--- config.mk ---
export PLATFORM = sky130hd
export DESIGN_NAME = cbmt_cell
export DESIGN_NICKNAME = d
export VERILOG_FILES = /design/src/hw/rtl/cbmt_pkg.sv /design/src/hw/rtl/cbmt_cell.sv
export SDC_FILE = /design/constraint.sdc
export NUM_CORES = 1
export LEC_CHECK = 0
export BUFFER_PORTS_ARGS = -buffer_cell sky130_fd_sc_hd__buf_2
export CORE_MARGIN = 2
export CORE_UTILIZATION = 35
export CTS_CLUSTER_DIAMETER = 150
export DETAILED_ROUTE_END_ITERATION = 6
export PLACE_DENSITY = 0.67
export SKIP_CTS_REPAIR_TIMING = 1
export SLEW_MARGIN = 30
export SYNTH_ARGS = -nofsm -noshare
export SYNTH_HDL_FRONTEND = slang
export SYNTH_SLANG_ARGS = --single-unit
--- constraint.sdc ---
create_clock -name clk -period 3.7 [get_ports clk]
set_input_delay 0.185 -clock clk [delete_from_list [all_inputs] [get_ports clk]]
set_output_delay 0.185 -clock clk [all_outputs]
set_load 0.005 [all_outputs]
--- src/hw/rtl/cbmt_pkg.sv ---
// cbmt_pkg: shared types and constants of the counter bank with max tracking
// no dependencies; imported by the cell and the top level
`default_nettype none

package cbmt_pkg;

	localparam int CBMT_NUM_COUNTERS = 64;
	localparam int CBMT_COUNT_WIDTH  = 16;

	typedef logic [1:0] op_t;

	localparam op_t OP_INC   = 2'd0;
	localparam op_t OP_DEC   = 2'd1;
	localparam op_t OP_CLR   = 2'd2;
	localparam op_t OP_QUERY = 2'd3;

	// command broadcast from the control to every cell
	typedef struct packed {
		logic valid;
		op_t  op;
	} cmd_t;

endpackage

`default_nettype wire

--- src/hw/rtl/cbmt_cell.sv ---
// cbmt_cell: one counter of the bank and one step of the max/count scan chain
// depends on cbmt_pkg
`default_nettype none

module cbmt_cell
	import cbmt_pkg::*;
#(
	parameter int CNT_W  = CBMT_COUNT_WIDTH,
	parameter int IDX_W  = 6,
	parameter int MULT_W = 7,
	parameter int CELL_ID = 0
) (
	input  wire logic                     clk,
	input  wire logic                     arst_n,
	input  wire cmd_t                     cmd,
	input  wire logic [IDX_W-1:0]         idx,
	input  wire logic                     tok_in_valid,
	input  wire logic signed [CNT_W-1:0]  best_in,
	input  wire logic        [MULT_W-1:0] cnt_in,
	input  wire logic signed [CNT_W-1:0]  val_in,
	output logic                          tok_out_valid,
	output logic signed [CNT_W-1:0]       best_out,
	output logic        [MULT_W-1:0]      cnt_out,
	output logic signed [CNT_W-1:0]       val_out
);

	localparam logic [IDX_W-1:0] MY_IDX = IDX_W'(CELL_ID);
	localparam logic signed [CNT_W-1:0] CNT_MAXV = {1'b0, {(CNT_W-1){1'b1}}};
	localparam logic signed [CNT_W-1:0] CNT_MINV = {1'b1, {(CNT_W-1){1'b0}}};

	logic signed [CNT_W-1:0] count_q;
	logic signed [CNT_W-1:0] count_nxt;
	logic                    hit;

	assign hit = (idx == MY_IDX);

	always_comb begin
		case (cmd.op)
			OP_INC:  count_nxt = (count_q != CNT_MAXV) ? count_q + CNT_W'(1) : count_q;
			OP_DEC:  count_nxt = (count_q != CNT_MINV) ? count_q - CNT_W'(1) : count_q;
			OP_CLR:  count_nxt = '0;
			default: count_nxt = count_q;
		endcase
	end

	always_ff @(posedge clk or negedge arst_n) begin
		if (!arst_n) begin
			count_q <= '0;
		end else if (cmd.valid && hit) begin
			count_q <= count_nxt;
		end
	end

	// scan token: running max, how many hold it, and the addressed counter
	always_ff @(posedge clk or negedge arst_n) begin
		if (!arst_n) begin
			tok_out_valid <= 1'b0;
		end else begin
			tok_out_valid <= tok_in_valid;
		end
	end

	always_ff @(posedge clk) begin
		if (tok_in_valid) begin
			if (cnt_in == '0 || count_q > best_in) begin
				best_out <= count_q;
				cnt_out  <= MULT_W'(1);
			end else if (count_q == best_in) begin
				best_out <= best_in;
				cnt_out  <= cnt_in + MULT_W'(1);
			end else begin
				best_out <= best_in;
				cnt_out  <= cnt_in;
			end
			val_out <= hit ? count_q : val_in;
		end
	end

endmodule

`default_nettype wire

==> results of run 1 <==
worst paths after layout:
path                       slack [ps]                     from                      to  depth (start not counted)
max                               470  count_q[10]$_DFFE_PN0P_   best_out[6]$_DFFE_PP_                         10
min                               150                val_in[0]    val_out[0]$_DFFE_PP_                          3
max reg2reg                       470  count_q[10]$_DFFE_PN0P_   best_out[6]$_DFFE_PP_                         10
min reg2reg                       670   count_q[6]$_DFFE_PN0P_  count_q[6]$_DFFE_PN0P_                          3
max in group asynchronous        3080                   arst_n  count_q[5]$_DFFE_PN0P_                          2
min in group asynchronous         320                   arst_n  count_q[0]$_DFFE_PN0P_                          2
flip-flops by register name (all words and copies together), names as in the netlist:
register and cells:
best_out 16, tok_out_valid 1, val_out 16, cnt_out 7, count_q 16
final cells by class:
cell class / count / area share, %
repair buffers: 100 / 12.3
clock buffers: 7 / 1.78
inverters: 24 / 2.10
multi-input cells: 226 / 42.6
clock inverters: 1 / 0.117
well taps: 133 / 3.88
flip-flops and latches: 56 / 37.2
synth_stat cells (4+ instances only):
| library cell | instances |
|---|---|
| nand4_1 | 9 |
| dfrtp_1 | 17 |
| xnor2_1 | 10 |
| a21oi_1 | 14 |
| ha_1 | 32 |
| clkbuf_1 | 4 |
| nor2b_1 | 7 |
| inv_1 | 24 |
| o31ai_1 | 6 |
| mux2_4 | 6 |
| nor3_1 | 5 |
| mux2i_1 | 4 |
| mux2_2 | 24 |
| a22o_1 | 7 |
| edfxtp_1 | 39 |
| nand2_1 | 23 |
| nor4_1 | 7 |
| xor2_1 | 8 |
| o21ai_0 | 9 |
| nor2_1 | 17 |
| a21o_1 | 8 |
metrics by stage:
step,total power [uW],instances,hold slack (ps)
4_1_cts,1410,546,-206
3_5_place_dp,1090,538,142
5_1_grt,1480,547,156
6_report,1400,547,146
2_1_floorplan,957,311,-111
3_3_place_gp,1080,538,135
cells by family (layout without fill, tap and decap cells):
family | Yosys count | count (layout) | synth area share (%)
AOI/OAI and AO/OA | 56 | 56 | 11.2
buffers and inverters | 29 | 132 | 3.39
DFF | 56 | 56 | 45.1
muxes | 34 | 34 | 11.3
xor gates and xnor gates | 18 | 18 | 4.45
adders and majority gates | 33 | 33 | 11.9
and+or+nand+nor | 85 | 85 | 12.7
worst max-delay path, cell delays in order (launching register included):
cell     delay (ps)
dfrtp_1         480
ha_1            330
nand4_1         120
or3_4           430
nor3_4          400
a21oi_1          80
mux2i_1         170
o31ai_2         150
a31oi_4         160
buf_4           300
mux2_2          380
power by group:
part	internal, uW	switching (uW)
sequential	725	35.1
combinational	156	159
clock	134	195
metal layers:
layer / vias up / track usage, %
met3: 12 / 3.06
met5: - / 0
met1: 1327 / 19.2
met4: 0 / 4.67
met2: 67 / 26.6
li1: 1355 / -
==> impl_metrics.json, run 1 <==
{
  "synth_edf_count": 39,
  "synth.top_cell.area_share_pct": 33.1,
  "hold_class": "primary input to flip-flop",
  "finalCritPeriodShare_pct": 87.3,
  "met3_length_um": 402,
  "slew_headroom_pct": 40.9,
  "yosysTopAreaCell": "edfxtp_1",
  "max_cap_violations": 0,
  "crit_fanout": 19,
  "viasPerCell": 5.05,
  "dieWidth_um": 105,
  "critPathArrivalTime_ps": 3310,
  "clock_path_buffers": 2,
  "multi_input_area_um2": 1820,
  "grt_max_degree": 41,
  "ir_worst_vdd_uv": 153,
  "drt-total-wl_um": 8220,
  "die_y_um": 105,
  "vias": 2761,
  "port_buffers": 90,
  "grt_first_pass_wirelength_um": 13500,
  "ys.flop_type": "edfxtp_1",
  "outcome": "finished, final reports clean",
  "m1WireLength_um": 3650,
  "fill_cells": 929,
  "synth.ff_latch_count": 56,
  "clkLatencyLatePin_ps": 320,
  "drc": 0,
  "setup_violations": 0,
  "rsz0062_at_grt": "false",
  "drive_gt1_share_pct": 35.0,
  "setup_slack_ps": 470,
  "period_needed_ps": 3230,
  "cts_tree": "done",
  "drt_iter0_drc": 235,
  "maxSlewViolCount": 0,
  "setup_tns_ps": 0,
  "tightest_slew_ps": 887,
  "synth.area.top_cells": "edfxtp_1, dfrtp_1, ha_1",
  "initial_core_util_pct": 36.1,
  "post-place-ws_ps": 464,
  "ys_types": 43,
  "p_leak_uw": 0.00204,
  "syn-num-nets": 395,
  "core_um2": 9820,
  "fmax_mhz": 310,
  "antenna_left": 0,
  "syn_area_um2": 3540,
  "fin_worst_skew_ps": 15.0,
  "cts.sinks": 56,
  "rows": 36,
  "cts-root-buf": "clkbuf_8",
  "pin_count": 91,
  "critPathKind": "flip-flop to flip-flop",
  "dr_wl_met2_um": 4020,
  "fin_util_pct": 43.7,
  "cp-start-kind": "flip-flop",
  "highest_layer": "met4",
  "ys_seq_area_share_pct": 45.1,
  "required_ps": 3780,
  "ys_warn_count": 0,
  "hold_viol_final": 0,
  "grt_overflow_total": 0,
  "firstDrtPassIters": 6,
  "seq_area_um2": 1600,
  "syn2layout_area_growth_pct": 21.1,
  "htreeDepth": 2,
  "wl_per_cell_um": 15.0,
  "syn_inst": 311,
  "synth_async_sr_flop_share_pct": 30.4,
  "p_per_area_nw_per_um2": 327,
  "placedInstanceArea_um2": 4200,
  "clkTransAtPathRegs_ps": 100,
  "grt_use_total_pct": 15.3,
  "hpwl_um": 6290,
  "gp_congestion": 0.908,
  "fin_nets": 497,
  "layout_commonest_cell": "buf_2",
  "fin_area_um2": 4290,
  "synth.avg_cell_area_um2": 11.4,
  "final_cell_mix": "buf_2, edfxtp_1, ha_1",
  "die_area_um2": 10900,
  "numCtsBuffers": 5,
  "insertedDiodeCount": 0,
  "cp-end-kind": "flip-flop",
  "antenna_found_initial": 0,
  "grt_pass1_vias": 2759
}
(Power assumes the default switching activity.)
==> run 2, diff against run 1 <==
- BUFFER_PORTS_ARGS: -buffer_cell sky130_fd_sc_hd__buf_2 -> -buffer_cell sky130_fd_sc_hd__clkbuf_2
- CTS_BUF_LIST: default -> sky130_fd_sc_hd__clkbuf_4
==> run 2 against run 1 <==
  * Clock power barely moved
  * Sequential share of layout area hardly changed
  * Routed wire length rose by 2.5%
  * Via count is 0.18% lower
  * First-iteration DRC count is 27% lower
  * Total power up 0.38%
  * Combinational power about the same
  * Register-to-register slack hardly changed
==> impl_metrics.json, run 2 (same netlist as run 1, synthesis figures left out) <==
{
  "rows": 36,
  "holdPathStages": 3,
  "whs_ps": 57.9,
  "firstDrtPassIters": 4,
  "gp_congestion": 0.896,
  "die_y_um": 105,
  "holdCritStartpoint": "val_in[15]",
  "setup_slack_ps": 465,
  "drc": 0,
  "core_um2": 9820,
  "cts.sinks": 56,
  "layout_commonest_cell": "clkbuf_2",
  "fmax_mhz": 309,
  "startpoint": "count_q[10]$_DFFE_PN0P_",
  "htreeDepth": 2,
  "initial_core_util_pct": 36.1,
  "max_cap_violations": 0,
  "grt_use_total_pct": 15.6,
  "cp-start-kind": "flip-flop",
  "finalCritPeriodShare_pct": 87.4,
  "dieWidth_um": 105,
  "swShare_pct": 27.6,
  "maxSlewViolCount": 0,
  "clkTransAtPathRegs_ps": 160,
  "crit_fanout": 19,
  "hold_class": "primary input to flip-flop",
  "reg2reg_from": "count_q[10]$_DFFE_PN0P_",
  "hpwl_um": 6520,
  "antenna_left": 0,
  "drive_gt1_share_pct": 35.4,
  "outcome": "finished, final reports clean",
  "slowest_delay_ps": 500,
  "critPathSlowestCell": "dfrtp_1",
  "final_cell_mix": "clkbuf_2, edfxtp_1, ha_1",
  "rsz0062_at_grt": "false",
  "setup_violations": 0,
  "total_power_uw": 1410,
  "drt_iter0_drc": 172,
  "die_area_um2": 10900,
  "cts-root-buf": "clkbuf_4",
  "critPathKind": "flip-flop to flip-flop",
  "clkLatencyLatePin_ps": 390,
  "syn2layout_area_growth_pct": 21.1,
  "port_buffers": 90,
  "ir_worst_vdd_uv": 148,
  "switchingPower_uw": 388,
  "cp-end-kind": "flip-flop",
  "grt_first_pass_wirelength_um": 13700,
  "clock_path_buffers": 2,
  "combPwrFrac_pct": 22.5,
  "slew_headroom_pct": 41.6,
  "grt_overflow_total": 0,
  "pin_count": 91,
  "power.share.clock_pct": 23.4,
  "tightest_slew_ps": 877,
  "grt_max_degree": 41,
  "regToRegSetupSlack_ps": 470,
  "required_ps": 3850,
  "worst_r2r_path_depth": 10,
  "internal_power_uw": 1020,
  "sequentialPowerShare_pct": 54.1,
  "p_leak_uw": 0.00206,
  "hold_viol_final": 0,
  "drt-total-wl_um": 8420,
  "wl_per_cell_um": 15.4,
  "post-place-ws_ps": 449,
  "setup_tns_ps": 0,
  "p_per_area_nw_per_um2": 329,
  "grt_pass1_vias": 2846,
  "vias": 2756,
  "numCtsBuffers": 5,
  "reg.largest.list": "best_out: 16 flops, count_q: 16 flops, val_out: 16 flops",
  "antenna_found_initial": 0,
  "fin_worst_skew_ps": 16.3,
  "insertedDiodeCount": 0,
  "viasPerCell": 5.03,
  "period_needed_ps": 3230,
  "path_cells": "ha_1, nand4_1, or3_4, nor3_4, nor2b_2, mux2i_1, o31ai_2, a31oi_4, buf_4, mux2_2",
  "cts_tree": "done",
  "fin_nets": 498,
  "critPathArrivalTime_ps": 3390
}
run 2: cell count changes in the layout (fill, tap and decap cells not counted), sizes merged:
cell,delta
bufinv,+1
buf,-88
inv,+1
clkbuf,+87
run 2: per-layer routing:
metal	wire [um]	GRT usage, %	up-vias
met5	0	0	-
li1	-	-	1360
met4	137	5.52	0
met2	4130	26.9	66
met3	345	2.50	10
met1	3800	19.7	1320
run 2: power by group through the flow:
stage / Sequential [uW] / Clock, uW / Combinational, uW
6_report: 761 / 330 / 317
5_1_grt: 767 / 362 / 357
4_1_cts: 762 / 331 / 320
3_5_place_dp: 776 / 0 / 318
3_3_place_gp: 775 / 0 / 308
2_1_floorplan: 771 / 0 / 186
run 2: through the flow:
stage / cell area (um2) / utilization, % / std cells
after floorplan: 3540 / - / 311
after global placement: 4200 / 42.8 / 539
after detailed placement: 4200 / 42.8 / 539
after CTS: 4280 / 43.6 / 547
after global routing: 4290 / 43.7 / 548
final: 4290 / 43.7 / 548
run 2: area by class of cell:
cell class              instances  area [um2]
clock buffers                   5        37.5
clock inverters                 3        37.5
fillers                       934        5530
inverters                      24        90.1
multi-input cells             226        1820
flip-flops and latches         56        1600
well taps                     133         166
repair buffers                101         536
run 2: critical path, delay by kind of cell (launching register included):
family / cells / cell delay [ps]
adders and majority gates: 1 / 340
AOI/OAI and AO/OA: 2 / 320
muxes: 2 / 530
buffers and inverters: 1 / 300
DFF: 1 / 500
and+or+nand+nor: 4 / 980
run 2: path summary, 6_finish.rpt:
path | endpoint
setup / recovery | best_out[8]$_DFFE_PP_
hold / removal | val_out[15]$_DFFE_PP_
setup reg to reg | best_out[8]$_DFFE_PP_
hold reg to reg | count_q[6]$_DFFE_PN0P_
max in group asynchronous | count_q[8]$_DFFE_PN0P_
min in group asynchronous | count_q[15]$_DFFE_PN0P_
